### src/rtl/pbpu_pkg.sv
package pbpu_pkg;

    localparam int WordBits   = 32;
    localparam int Lanes      = 32;
    localparam int OffsetBits = 30;
    localparam int FillBits   = 5;

    localparam logic [2:0] MaxLog2 = 3'd5;

    typedef enum logic [2:0] {
        REG_SRC_DEPTH = 3'd0,
        REG_DST_DEPTH = 3'd1,
        REG_OFFSET    = 3'd2,
        REG_ZERO_TOO  = 3'd3,
        REG_MSB_FIRST = 3'd4
    } reg_index_t;

    typedef struct packed {
        logic [2:0]            src_log2;
        logic [2:0]            dst_log2;
        logic [OffsetBits-1:0] offset;
        logic                  zero_too;
        logic                  msb_first;
    } cfg_t;

    typedef struct packed {
        logic                widen;
        logic [2:0]          src_log2;
        logic [2:0]          dst_log2;
        logic [5:0]          dst_bits;
        logic [4:0]          src_flip;
        logic [4:0]          dst_flip;
        logic [WordBits-1:0] src_mask;
        logic [WordBits-1:0] dst_mask;
        logic [WordBits-1:0] offset;
        logic                zero_too;
        logic [4:0]          src_base;
        logic [4:0]          dst_base;
    } lane_ctl_t;

    function automatic logic [2:0] clamp_log2(input logic [2:0] v);
        logic [2:0] r;
        r = (v > MaxLog2) ? MaxLog2 : v;
        return r;
    endfunction

    function automatic logic [4:0] depth_flip(input logic [5:0] bits, input logic msb_first);
        logic [4:0] r;
        r = (msb_first && (bits < 6'd8)) ? 5'(6'd8 - bits) : 5'd0;
        return r;
    endfunction

    function automatic logic [WordBits-1:0] depth_mask(input logic [5:0] bits);
        logic [WordBits-1:0] r;
        r = {WordBits{1'b1}} >> (6'(WordBits) - bits);
        return r;
    endfunction

endpackage

### src/rtl/pbpu_cfg_regs.sv
module pbpu_cfg_regs (
    input  logic                aclk,
    input  logic                aresetn,
    input  logic                cfg_valid,
    output logic                cfg_ready,
    input  logic [2:0]          cfg_index,
    input  logic [29:0]         cfg_data,
    output pbpu_pkg::cfg_t      cfg
);

    pbpu_pkg::cfg_t cfg_reg;
    pbpu_pkg::cfg_t cfg_next;

    assign cfg_ready = 1'b1;
    assign cfg       = cfg_reg;

    always_comb begin
        cfg_next = cfg_reg;
        if (cfg_valid) begin
            unique case (cfg_index)
                pbpu_pkg::REG_SRC_DEPTH: cfg_next.src_log2  = cfg_data[2:0];
                pbpu_pkg::REG_DST_DEPTH: cfg_next.dst_log2  = cfg_data[2:0];
                pbpu_pkg::REG_OFFSET:    cfg_next.offset    = cfg_data;
                pbpu_pkg::REG_ZERO_TOO:  cfg_next.zero_too  = cfg_data[0];
                pbpu_pkg::REG_MSB_FIRST: cfg_next.msb_first = cfg_data[0];
                default: cfg_next = cfg_reg;
            endcase
        end
    end

    always_ff @(posedge aclk) begin
        if (!aresetn) begin
            cfg_reg.src_log2  <= 3'd0;
            cfg_reg.dst_log2  <= 3'd3;
            cfg_reg.offset    <= '0;
            cfg_reg.zero_too  <= 1'b0;
            cfg_reg.msb_first <= 1'b0;
        end else begin
            cfg_reg <= cfg_next;
        end
    end

endmodule

### config.mk
export PLATFORM = sky130hd
export DESIGN_NAME = pbpu_cfg_regs
export DESIGN_NICKNAME = d
export VERILOG_FILES = /design/src/rtl/pbpu_pkg.sv /design/src/rtl/pbpu_cfg_regs.sv
export SDC_FILE = /design/constraint.sdc
export NUM_CORES = 1
export LEC_CHECK = 0
export BUFFER_PORTS_ARGS = -buffer_cell sky130_fd_sc_hd__clkbuf_2
export CAP_MARGIN = 20
export CORE_ASPECT_RATIO = 1.5
export CORE_MARGIN = 8
export CORE_UTILIZATION = 47
export CTS_BUF_LIST = sky130_fd_sc_hd__clkbuf_8
export CTS_CLUSTER_SIZE = 40
export DETAILED_ROUTE_END_ITERATION = 6
export PLACE_DENSITY_LB_ADDON = 0.15
export SETUP_SLACK_MARGIN = 0.5
export SLEW_MARGIN = 20
export SYNTH_ARGS = -nofsm -noshare
export SYNTH_HDL_FRONTEND = slang
export SYNTH_SLANG_ARGS = --single-unit
### constraint.sdc
create_clock -name aclk -period 1.45 [get_ports aclk]
set_input_delay 0.3625 -clock aclk [delete_from_list [all_inputs] [get_ports aclk]]
set_output_delay 0.3625 -clock aclk [all_outputs]
set_load 0.005 [all_outputs]
==> out/results.txt <==
Leading cell type in the layout, fill and taps excluded: nand2_1
Max Cap Violations: 0
Lkg Pwr: 0.00115 uW
Fillcell total: 215
Clock power frac: 34.6%
Clock Root Buffer: clkbuf_8
Peak Freq: 903 MHz
Initial antenna violation count: 0
Seq. cell area: 808 sq um
Avg Cell Area, Syn: 9.46 sq um
Area occupied by multi-input gates: 756 sq um
Congestion Overflow GR: 0
Syn Nets: 201
Final Wtd Congestion: 0.697
Switching fraction of total power: 23.1%
N_diodes: 0
CORE AREA: 3160 sq um
Initial drt markers: 59
Comb pwr share: 13.4%
NetSw: 483 uW
CTS tree: yes
Post-route ant nets: 0
Post-Route WL: 4960 um
Int Pwr: 1610 uW
Register-to-register setup slack: 0.63 ns
Placed cells: 269
Crit path DAT: 1.31 ns
Largest net degree at the start of global routing: 71
Cell Count, Final, Fillers Out: 299
Finish-stage setup viols: 0
Hold-fix buffers, CTS: 0
First-pass GRT wire length: 6840 um
Number of global-route vias before repair: 1,473
Clock Path Buffers: 2
HP Class: in2reg
Layout cells sized above 1: 57.5%
Area delta synth->final: 62.0%
Worst setup slack after layout: 0.343 ns
Clock Latency Late Sink: 0.28 ns
Die ar.: 5460 sq um
Share of power burned in registers: 52.0%
Die W: 63.1 um
Max reg flops: 38
Worst EP required: 1.65 ns
Power per Cell Area: 826 nW/um^2
Dpl ws: 0.0272 ns
Seq/Total Area, Yosys: 48.7%
Critical Path Start Type: primary input
H-tree Lvls: 2
Via count: 1,491
Final Skew: 0 ns
Post-DP HPWL: 2940 um
Outcome: complete, no violations
Die Y: 86.6 um
Drt first pass iters: 4
Starting Density: 49.4%
Clock Pin Slew Worst Setup and Hold Paths: 0.07 ns
CP endpoint kind: flip-flop
Final Hold Violating Endpoints: 0
Yosys reg bits: 38
I/O Buffers: 73
Post-layout minimum cycle time: 1.11 ns
I/O Pins: 75
TritonCTS Buffers: 5
Most frequent cells in the layout: nand2_1 (66), clkbuf_2 (52), dfxtp_2 (38), mux2i_1 (37), buf_6 (21)
RSZ-0062 raised after global routing: yes
# clock sinks: 38
Setup TNS: 0 ns
Pins over their slew limit: 0
CP Class: in2reg
Synth warn: 0
Post-DR vias/cell: 4.99
Post-synth cell types: 13
Area of the mapped netlist: 1560 sq um
Wire length per cell: 16.6 um
Row Count: 25
VDD IR max: 851 uV
Cells after synthesis: 165
Crit share post-route: 76.3%
Critical path peak fanout: 8
Global Route Usage Sum: 15.6%
DRC violations left: 0
Final Net Count: 294
## cell type report
type	count	share of cell area (%)
Clock buffer	6	3.26
Timing Repair Buffer	99	32.6
Tap cell	40	1.98
Multi-Input combinational cell	114	29.9
Clock inverter	2	0.346
Sequential cell	38	31.9
## worst max-delay path, cell delays in order
cell      delay [ns]
buf_6           0.10
nor4bb_4        0.29
buf_4           0.20
buf_12          0.14
mux2i_2         0.21
## per-stage QoR
| step | total power [uW] | util, % | cell area, sq um | hold slack [ns] |
|---|---|---|---|---|
| finish | 2090 | 80.1 | 2530 | 0.292 |
| global route | 2170 | 80.1 | 2530 | 0.298 |
| CTS | 2050 | 71.0 | 2240 | 0.289 |
| floorplan | 1210 | - | 1580 | 0.451 |
| detailed placement | 1300 | 62.3 | 1970 | 0.447 |
| global placement | 1290 | 62.3 | 1970 | 0.441 |
## worst paths after layout
check | from | to | cells past startpoint
max | cfg_index[2] | cfg[14] | 5
min | cfg_data[18] | cfg[20] | 3
max reg2reg | cfg[37] | cfg[37] | 4
min reg2reg | cfg[10] | cfg[10] | 2
## layer usage
metal  track usage (%)  vias up  wire (um)  part of all wire (%)
li1                  -      720          -                     -
met5                 0        -          0                     0
met4              6.04        0         91                   1.8
met1              14.8      706       1840                    37
met2              30.1       56       2740                    55
met3              4.77        9        286                   5.8
## cell usage after synthesis
library cell | instances | share of area (%)
nor4bb_1 | 2 | 1.3
conb_1 | 1 | 0.24
nand2_1 | 66 | 16
buf_2 | 1 | 0.32
dfxtp_1 | 38 | 49
buf_8 | 3 | 2.9
nand4b_1 | 1 | 0.56
nor4b_2 | 1 | 0.96
and4bb_2 | 1 | 0.80
buf_4 | 1 | 0.48
nor2b_1 | 4 | 1.6
mux2i_1 | 38 | 24
clkbuf_1 | 8 | 1.9
## kinds of logic (layout without fill, tap and decap cells)
kind of cell / count (synthesis) / after routing / share of synthesized area [%]
flip-flops: 38 / 38 / 48.7
other: 1 / 1 / 0.240
multiplexers: 38 / 38 / 24.4
AND/OR/NAND/NOR: 75 / 75 / 21.1
buffers and inverters: 13 / 107 / 5.61
## power groups by stage
stage               Clock (uW)  Combinational [uW]  Sequential [uW]
floorplan                    0                 103             1100
global placement             0                 193             1100
detailed placement           0                 200             1100
CTS                        745                 227             1080
global route               784                 301             1090
finish                     724                 280             1090
## repair_timing
item | CTS | global route
setup endpoints to repair | 75 | 76
setup buffers | 5 | 13
pin swaps | 3 | 4
hold endpoints to repair | 0 | 0
gates cloned | 2 | 2
gates resized for setup | 47 | 33
(Power assumes the default switching activity.)
